[src/dht_pkg.sv]
// ----------------------------------------------------------------------------
// dht_pkg
// Shared types and codes for the double hashing table.
// ----------------------------------------------------------------------------
package dht_pkg;

  localparam logic [1:0] OP_INSERT = 2'd0;
  localparam logic [1:0] OP_FIND   = 2'd1;
  localparam logic [1:0] OP_REMOVE = 2'd2;

  localparam logic [1:0] ST_OK        = 2'd0;
  localparam logic [1:0] ST_NOT_FOUND = 2'd1;
  localparam logic [1:0] ST_FULL      = 2'd2;

  localparam logic [1:0] MARK_EMPTY   = 2'd0;
  localparam logic [1:0] MARK_USED    = 2'd1;
  localparam logic [1:0] MARK_DELETED = 2'd2;

  // magnitude width of the hash sums fed to the remainder unit
  localparam int MOD_W   = 17;
  // remainder unit phase counter: estimate, subtract, correct
  localparam int MODCNT_W = 2;

  typedef struct packed {
    logic       load;
    logic       clr_step;
    logic       mod_start_h1;
    logic       mod_start_h2;
    logic       mod_step;
    logic       save_h1;
    logic       save_h2;
    logic       probe_next;
    logic       wr_insert;
    logic       wr_remove;
    logic       res_set;
    logic [1:0] res_status;
    logic       res_take_val;
    logic       res_load;
  } dht_cmd_t;

  typedef struct packed {
    logic       clr_done;
    logic       mod_last;
    logic       op_insert;
    logic       op_find;
    logic       op_remove;
    logic [1:0] mark;
    logic       key_eq;
    logic       probe_last;
  } dht_stat_t;

endpackage

[src/dht_ctrl.sv]
// ----------------------------------------------------------------------------
// dht_ctrl
// Sequencer: clearing pass, hashing, probe walk and response handoff.
// ----------------------------------------------------------------------------
module dht_ctrl
  import dht_pkg::*;
(
  input  logic      clk,
  input  logic      rst_n,
  input  logic      in_valid,
  output logic      in_ready,
  output logic      out_valid,
  input  logic      out_ready,
  input  dht_stat_t stat,
  output dht_cmd_t  cmd
);

  localparam logic [3:0] S_CLEAR = 4'd0;
  localparam logic [3:0] S_IDLE  = 4'd1;
  localparam logic [3:0] S_HASH  = 4'd2;
  localparam logic [3:0] S_MOD1  = 4'd3;
  localparam logic [3:0] S_H1    = 4'd4;
  localparam logic [3:0] S_MOD2  = 4'd5;
  localparam logic [3:0] S_H2    = 4'd6;
  localparam logic [3:0] S_RD    = 4'd7;
  localparam logic [3:0] S_CHK   = 4'd8;
  localparam logic [3:0] S_RESP  = 4'd9;

  logic [3:0] state_r, state_nxt;
  logic       out_valid_r, out_valid_nxt;

  assign in_ready  = (state_r == S_IDLE);
  assign out_valid = out_valid_r;

  always_comb begin
    state_nxt     = state_r;
    out_valid_nxt = out_valid_r;
    cmd           = '0;
    cmd.res_status = ST_NOT_FOUND;
    if (out_valid_r && out_ready) begin
      out_valid_nxt = 1'b0;
    end
    case (state_r)
      S_CLEAR: begin
        cmd.clr_step = 1'b1;
        if (stat.clr_done) state_nxt = S_IDLE;
      end
      S_IDLE: begin
        if (in_valid) begin
          cmd.load  = 1'b1;
          state_nxt = S_HASH;
        end
      end
      S_HASH: begin
        cmd.mod_start_h1 = 1'b1;
        state_nxt        = S_MOD1;
      end
      S_MOD1: begin
        cmd.mod_step = 1'b1;
        if (stat.mod_last) state_nxt = S_H1;
      end
      S_H1: begin
        cmd.save_h1      = 1'b1;
        cmd.mod_start_h2 = 1'b1;
        state_nxt        = S_MOD2;
      end
      S_MOD2: begin
        cmd.mod_step = 1'b1;
        if (stat.mod_last) state_nxt = S_H2;
      end
      S_H2: begin
        cmd.save_h2 = 1'b1;
        if (stat.op_insert || stat.op_find || stat.op_remove) begin
          state_nxt = S_RD;
        end else begin
          cmd.res_set = 1'b1;
          state_nxt   = S_RESP;
        end
      end
      S_RD: begin
        state_nxt = S_CHK;
      end
      S_CHK: begin
        if (stat.op_insert) begin
          if (stat.mark != MARK_USED) begin
            cmd.wr_insert  = 1'b1;
            cmd.res_set    = 1'b1;
            cmd.res_status = ST_OK;
            state_nxt      = S_RESP;
          end else if (stat.probe_last) begin
            cmd.res_set    = 1'b1;
            cmd.res_status = ST_FULL;
            state_nxt      = S_RESP;
          end else begin
            cmd.probe_next = 1'b1;
            state_nxt      = S_RD;
          end
        end else begin
          if (stat.mark == MARK_EMPTY) begin
            cmd.res_set = 1'b1;
            state_nxt   = S_RESP;
          end else if (stat.mark == MARK_USED && stat.key_eq) begin
            cmd.res_set      = 1'b1;
            cmd.res_status   = ST_OK;
            cmd.res_take_val = stat.op_find;
            cmd.wr_remove    = stat.op_remove;
            state_nxt        = S_RESP;
          end else if (stat.probe_last) begin
            cmd.res_set = 1'b1;
            state_nxt   = S_RESP;
          end else begin
            cmd.probe_next = 1'b1;
            state_nxt      = S_RD;
          end
        end
      end
      S_RESP: begin
        if (!out_valid_r || out_ready) begin
          cmd.res_load  = 1'b1;
          out_valid_nxt = 1'b1;
          state_nxt     = S_IDLE;
        end
      end
      default: state_nxt = S_IDLE;
    endcase
  end

  always_ff @(posedge clk) begin
    if (!rst_n) begin
      state_r     <= S_CLEAR;
      out_valid_r <= 1'b0;
    end else begin
      state_r     <= state_nxt;
      out_valid_r <= out_valid_nxt;
    end
  end

endmodule

[config.mk]
export PLATFORM = sky130hd
export DESIGN_NAME = dht_ctrl
export DESIGN_NICKNAME = d
export VERILOG_FILES = /design/src/dht_pkg.sv /design/src/dht_ctrl.sv
export SDC_FILE = /design/constraint.sdc
export NUM_CORES = 1
export LEC_CHECK = 0
export BUFFER_PORTS_ARGS = -buffer_cell sky130_fd_sc_hd__buf_2
export CORE_MARGIN = 10
export CORE_UTILIZATION = 39
export DETAILED_ROUTE_END_ITERATION = 10
export GPL_ROUTABILITY_DRIVEN = 0
export HOLD_SLACK_MARGIN = 0.03
export PLACE_DENSITY = 0.84
export SLEW_MARGIN = 20
export SYNTH_ARGS = -nofsm -noshare
export SYNTH_HDL_FRONTEND = slang
export SYNTH_SLANG_ARGS = --single-unit
[constraint.sdc]
create_clock -name clk -period 1.35 [get_ports clk]
set_clock_uncertainty 0.15 [all_clocks]
set_input_delay 0.0675 -clock clk [delete_from_list [all_inputs] [get_ports clk]]
set_output_delay 0.0675 -clock clk [all_outputs]
set_load 0.1 [all_outputs]
==> impl_metrics.py, run 1 <==
metrics = {
    "run_status": {
        "status": "aborted with a tool error",
        "stop_stage": "clock tree synthesis",
        "error_line": "[ERROR DPL-0038] Utilization greater than 100%, impossible to legalize",
    },
    "synth": {
        "synth_seq_cells": 5,
        "syn_avg_cell_area_sq_um": 7.38,
        "syn_nets": 90,
        "synthTopCellsByArea": "dfxtp_1 18%, nand2b_1 7.7%, nor3_1 5.3%, buf_2 4.4%, o21ai_0 4.4%",
        "yosysTopAreaCell": "dfxtp_1",
        "synthDistinctLibCells": 40,
        "synth_top_area_share_pct": 17.6,
        "netlist_instances": 77,
        "ys_warn_count": 0,
        "syn_area_sq_um": 568,
        "synth-edff-count": 0,
        "synth_top_flop_cell": "dfxtp_1",
        "async_flop_share_pct": 0,
        "synth_seq_area_share_pct": 17.6,
    },
    "clock_tree": {
        "cts.path.max_buffers": 2,
        "post_cts_buffers": 10,
        "htreeDepth": 1,
        "cts_root_buf": "clkbuf_4",
        "clock_sinks": 5,
        "hold_buffers": 2,
        "cts_resized": 22,
        "numCtsBuffers": 3,
    },
    "place": {
        "dpl.hpwl_um": 2460,
        "io_buffers": 29,
        "place_inst": 138,
        "place_ws_ns": -0.197,
    },
    "floorplan": {
        "start_util_pct": 42.6,
        "dieWidth_um": 58.2,
        "io_pins": 30,
        "die_h_um": 58.2,
        "core.rowCount": 13,
    },
}
==> cells by family after synthesis <==
family	synth area share (%)
AO/OA/AOI/OAI	28.0
buffers and inverters	7.71
flip-flops	17.6
multiplexers	1.98
AND/OR/NAND/NOR	44.7
==> cell usage after synthesis, drive strengths merged, types with 2 or more instances <==
cell and number:
nor3 7, nand2 4, and2 3, nand2b 7, nand3b 2, nand3 2, a21boi 2, o21ai 6
a21oi 4, dfxtp 5, buf 7, nor2 4, nor2b 2
==> through the flow <==
stage	cell area, sq um	util (%)	setup TNS [ns]
after global placement	1250	93.9	-0.913
after floorplan	748	-	-7.09
after detailed placement	1250	93.9	-2.08
==> inputs of run 2 (changes only) <==
- CORE_AREA: unset -> 10 10 71 73
- CORE_MARGIN: 10 -> unset
- CORE_UTILIZATION: 39 -> unset
- DIE_AREA: unset -> 0 0 81 83
- HOLD_SLACK_MARGIN: 0.03 -> unset
- PLACE_DENSITY: 0.84 -> unset
- PLACE_DENSITY_LB_ADDON: unset -> 0.15
- clock period: 1.35 -> 1.8 ns (I/O delays scaled with it)
==> impl_metrics.py, run 2 <==
metrics = {
    "pwr": {
        "power_density_nw_per_um2": 415,
        "power_leakage_nw": 0.489,
        "power_mw": 0.514,
        "ir_drop_uv": 160,
    },
    "setup_path": {
        "worstSetupEndpointType": "output port",
        "reg2reg_from": "state_r[1]",
        "r2r_slack_ns": 0.26,
        "crit_chain": "buf_4 -> nand2b_1 -> nor3_4 -> buf_12",
        "crit_slowest_cell": "dfxtp_2",
        "ff2ff_path_depth": 6,
        "crit_family": "simple AND/OR/NAND/NOR gates",
        "r2r-end": "state_r[1]",
        "path_max_fanout": 8,
        "cpPeakStageDelay_ns": 0.35,
        "cp.required_ns": 1.56,
        "crit_arrival_ns": 1.48,
        "crit_type": "reg2out",
        "worst-path-buf-inv": 2,
        "startpoint_type": "register",
    },
    "synth": {
        "synth-edff-count": 0,
        "synthTopCellsByArea": "dfxtp_1 18%, nand2b_1 7.7%, nor3_1 5.3%, buf_2 4.4%, o21ai_0 4.4%",
        "ys_warn_count": 0,
        "synth_most_common_cell": "nand2b_1",
        "synth_top_area_share_pct": 17.6,
        "synth_seq_cells": 5,
        "syn_nets": 90,
        "yosys-top-cells-count": "7 x nand2b_1, 6 x nor3_1, 5 x buf_2, 5 x dfxtp_1, 5 x o21ai_0",
        "async_flop_share_pct": 0,
        "netlist_instances": 77,
        "synth_seq_area_share_pct": 17.6,
        "synth_top_flop_cell": "dfxtp_1",
        "synthDistinctLibCells": 40,
        "syn_avg_cell_area_sq_um": 7.38,
        "syn_area_sq_um": 568,
        "yosysTopAreaCell": "dfxtp_1",
    },
    "cells_and_area": {
        "largest_register_ffs": 4,
        "drive_above_1_share_pct": 58.6,
        "regMostFlops": "state_r",
        "nNetsFinal": 130,
        "area_delta_synth_final_pct": 118,
        "final_cell_mix": "16 x buf_12, 13 x buf_2, 12 x buf_4",
        "num_antenna_cells": 0,
        "final_common_cell": "buf_12",
        "layoutNonFillerInstCount": 164,
    },
    "floorplan": {
        "start_util_pct": 15.6,
        "coreArea_sq_um": 3630,
        "die_h_um": 83,
        "core.rowCount": 22,
        "dieArea_sq_um": 6720,
        "dieWidth_um": 81,
        "io_pins": 30,
    },
    "sta": {
        "finalHoldViolCount": 0,
        "min_period_ns": 1.72,
        "setup_violations": 0,
        "max_slew.worst_pin.slew_ns": 0.489,
        "timing.fmax_ghz": 0.581,
        "final.period_utilization_pct": 95.6,
        "grt_setup_unrepaired": "false",
        "timing.setup.tns_ns": 0,
        "timing.final.ws_setup_ns": 0.0787,
        "slew_violations": 0,
        "relSlewSlack_pct": 67.6,
        "holdWs_ns": 0.0354,
    },
    "drt": {
        "ant_nets": 0,
        "dr.first_iter.drc_count": 41,
        "dr.pass1.iters": 4,
        "drc": 0,
        "routedWlPerCell_um": 13.3,
        "vias": 738,
        "totalWireLength_um": 2170,
        "drt-vias-per-instance": 4.50,
    },
    "clock_tree": {
        "clock_sinks": 5,
        "numCtsBuffers": 3,
        "cts.path.max_buffers": 2,
        "clock_latency_ns": 0.22,
        "cts_tree": "done",
        "cts_root_buf": "clkbuf_8",
        "cts.clk_slew.worst_paths_ns": 0.04,
        "htreeDepth": 1,
    },
    "place": {
        "place_inst": 157,
        "dpl.hpwl_um": 1850,
        "io_buffers": 29,
        "place_ws_ns": 0.168,
    },
    "run": {
        "cap_violations": 0,
    },
    "grt": {
        "grt_pass1_vias": 778,
        "track_usage_pct": 6.76,
        "grt_pass1_wl_um": 3730,
        "grt_antenna_before_repair": 0,
        "grt-ovfl-total": 0,
        "grt_max_degree": 15,
    },
    "min_path": {
        "hold_path_class": "in2reg",
        "whs_path_depth": 4,
        "worstHoldEndpoint": "state_r[1]",
        "min-delay-start": "stat[7]",
    },
    "run_status": {
        "status": "finished clean",
    },
}
-- run 2: cell counts after synthesis --
No cell type changed its count.
-- run 2: how the worst max path moves through the flow --
stage | startpoint | cells after the start | endpoint | slack, ns
floorplan | state_r[3] | 4 | cmd[14] | -0.33
global placement | state_r[0] | 3 | cmd[3] | 0.18
detailed placement | state_r[0] | 4 | cmd[1] | 0.17
CTS | state_r[3] | 3 | cmd[3] | 0.04
global route | state_r[1] | 4 | cmd[9] | 0.003
finish | state_r[1] | 4 | cmd[11] | 0.08
-- run 2: per-layer routing --
layer  routed length [um]  up-vias  track usage [%]
met3                  237        2             3.56
met5                    0        -                0
li1                     -      367                -
met4                   27        0             2.82
met1                  879      341             7.66
met2                 1030       28             10.2
-- run 2: metrics by stage --
stage	cell area, sq um	utilization (%)
finish	1240	34.1
CTS	1220	33.6
floorplan	691	-
global route	1240	34.1
global placement	1150	31.6
detailed placement	1150	31.6
-- run 2: cells by family (layout without fill, tap and decap cells) --
kind of cell	count (synthesis)	after routing	share of synthesized area (%)
DFF	5	5	17.6
and+or+nand+nor	40	40	44.7
buffers and inverters	8	47	7.71
muxes	1	1	1.98
AOI/OAI and AO/OA	23	23	28.0
-- run 2: area by class of cell --
| class | count | area (sq um) |
|---|---|---|
| multi-input cells | 64 | 539 |
| clock buffers | 4 | 45.0 |
| inverters | 1 | 3.75 |
| repair buffers | 42 | 485 |
| fillers | 395 | 2390 |
| well taps | 48 | 60.1 |
| flip-flops and latches | 5 | 105 |
-- run 2: worst reg2reg max path: stages, from the launching register on --
cell	delay [ns]
dfxtp_2	0.35
nor2_1	0.16
nand3b_1	0.15
buf_4	0.18
buf_4	0.13
o31a_1	0.24
o21ai_1	0.12
-- run 2: report_power, final --
group          internal (mW)  total (mW)  switching, mW
logic                 0.0756       0.179          0.104
registers              0.115       0.125         0.0107
clock network          0.152       0.210         0.0573
-- run 2: timing repair --
item,in CTS,in global routing
resized for setup,4,2
endpoints found under the hold margin,0,1
endpoints found under the setup margin,5,3
hold buffers,0,1
buffers inserted,2,0
Note: power is estimated with default switching activity, not from simulation.
==> inputs of run 3 (changes only) <==
- SETUP_SLACK_MARGIN: unset -> 0.4
==> impl_metrics.py, run 3 (synthesized netlist as in run 2, its figures left out) <==
metrics = {
    "cells_and_area": {
        "utilization_pct": 39.5,
        "finalInstanceArea_sq_um": 1430,
        "fillers": 384,
        "layoutNonFillerInstCount": 177,
        "num_antenna_cells": 0,
        "regMostFlops": "state_r",
        "largest_register_ffs": 4,
        "nNetsFinal": 143,
        "drive_above_1_share_pct": 69.8,
        "area_delta_synth_final_pct": 152,
        "multi_input_area_sq_um": 598,
        "final_cell_mix": "18 x buf_4, 16 x buf_12, 13 x buf_2",
        "final_common_cell": "buf_4",
        "register_area_sq_um": 116,
    },
    "clock_tree": {
        "cts.clk_slew.worst_paths_ns": 0.04,
        "numCtsBuffers": 3,
        "clock_latency_ns": 0.22,
        "cts.path.max_buffers": 2,
        "cts_root_buf": "clkbuf_8",
        "hold_buffers": 0,
        "htreeDepth": 1,
        "cts_tree": "done",
        "clock_sinks": 5,
    },
    "grt": {
        "track_usage_pct": 7.03,
        "grt_antenna_before_repair": 0,
        "grt-ovfl-total": 0,
        "grt_max_degree": 15,
        "grt_pass1_wl_um": 3950,
        "grt_pass1_vias": 849,
    },
    "pwr": {
        "power_leakage_nw": 0.593,
        "swShare_pct": 34.1,
        "clkPwrFrac_pct": 39.0,
        "p_int_mw": 0.353,
        "power_density_nw_per_um2": 374,
        "pwr-share-seq_pct": 21.8,
        "power_mw": 0.536,
        "switching_power_mw": 0.183,
        "combPwrFrac_pct": 39.2,
        "ir_drop_uv": 149,
    },
    "drt": {
        "routedWlPerCell_um": 14.0,
        "dr.pass1.iters": 4,
        "drt-vias-per-instance": 4.62,
        "vias": 817,
        "dr.first_iter.drc_count": 38,
        "ant_nets": 0,
        "totalWireLength_um": 2480,
        "drc": 0,
    },
    "min_path": {
        "hold_path_class": "in2reg",
    },
    "setup_path": {
        "crit_arrival_ns": 1.43,
        "worst-path-buf-inv": 1,
        "startpoint_type": "register",
        "crit_type": "reg2out",
        "worstSetupEndpointType": "output port",
        "crit_slowest_cell": "dfxtp_4",
        "cp.required_ns": 1.56,
        "crit_family": "simple AND/OR/NAND/NOR gates",
        "r2r_slack_ns": 0.25,
        "crit_chain": "nand2_1 -> or3b_4 -> a21oi_4 -> buf_12",
        "path_max_fanout": 7,
        "cpPeakStageDelay_ns": 0.40,
    },
    "place": {
        "place_inst": 158,
        "io_buffers": 29,
        "placed_area_sq_um": 1160,
        "place_ws_ns": 0.125,
        "dpl.hpwl_um": 1840,
    },
    "sta": {
        "grt_setup_unrepaired": "true",
        "relSlewSlack_pct": 67.5,
        "holdWs_ns": 0.00451,
        "min_period_ns": 1.67,
        "slew_violations": 0,
        "setup_violations": 0,
        "timing.fmax_ghz": 0.598,
        "finalHoldViolCount": 0,
        "max_slew.worst_pin.slew_ns": 0.491,
        "final.period_utilization_pct": 92.9,
        "timing.setup.tns_ns": 0,
        "timing.final.ws_setup_ns": 0.128,
    },
    "floorplan": {
        "die_h_um": 83,
        "start_util_pct": 15.6,
        "coreArea_sq_um": 3630,
        "dieWidth_um": 81,
        "io_pins": 30,
        "core.rowCount": 22,
        "dieArea_sq_um": 6720,
    },
    "run": {
        "cap_violations": 0,
    },
    "run_status": {
        "status": "finished clean",
    },
}
==> run 3: cell count changes in the layout (fill, tap and decap cells not counted), moves of 2 or more <==
cell	change
dfxtp_4	+4
buf_6	+8
and2_4	+2
dfxtp_2	-3
and2_2	-2
buf_4	+6
==> run 3: final timing paths <==
check	start	end	cells after the start
setup / recovery	state_r[1]	cmd[4]	4
hold / removal	rst_n	state_r[2]	2
hold reg to reg	out_valid	out_valid	2
setup reg to reg	state_r[3]	state_r[0]	6
==> run 3: power by group through the flow <==
stage | logic, mW | registers (mW) | clock network [mW]
2_1_floorplan | 0.119 | 0.117 | 0
3_3_place_gp | 0.180 | 0.123 | 0
3_5_place_dp | 0.181 | 0.123 | 0
4_1_cts | 0.193 | 0.119 | 0.213
5_1_grt | 0.224 | 0.117 | 0.224
6_report | 0.210 | 0.117 | 0.209
==> run 3: timing repair <==
action / in CTS / in global routing
setup endpoints to repair: 21 / 20
setup buffers: 5 / 10
pin swaps: 8 / 6
resized for setup: 20 / 12
==> run 3: layout make-up <==
type,count,share of cell area [%]
Multi-Input combinational cell,64,41.7
Sequential cell,5,8.12
Clock buffer,4,3.14
Tap cell,48,4.19
Timing Repair Buffer,55,42.6
Inverter,1,0.262
==> run 3: layer usage <==
metal / up-vias / wire length, um / part of all wire, % / global-route usage (%)
met5: - / 0 / 0 / 0
met4: 0 / 33 / 1.3 / 2.35
met3: 4 / 221 / 8.9 / 3.13
met2: 27 / 1280 / 52 / 11.2
met1: 392 / 948 / 38 / 8.09
li1: 394 / - / - / -
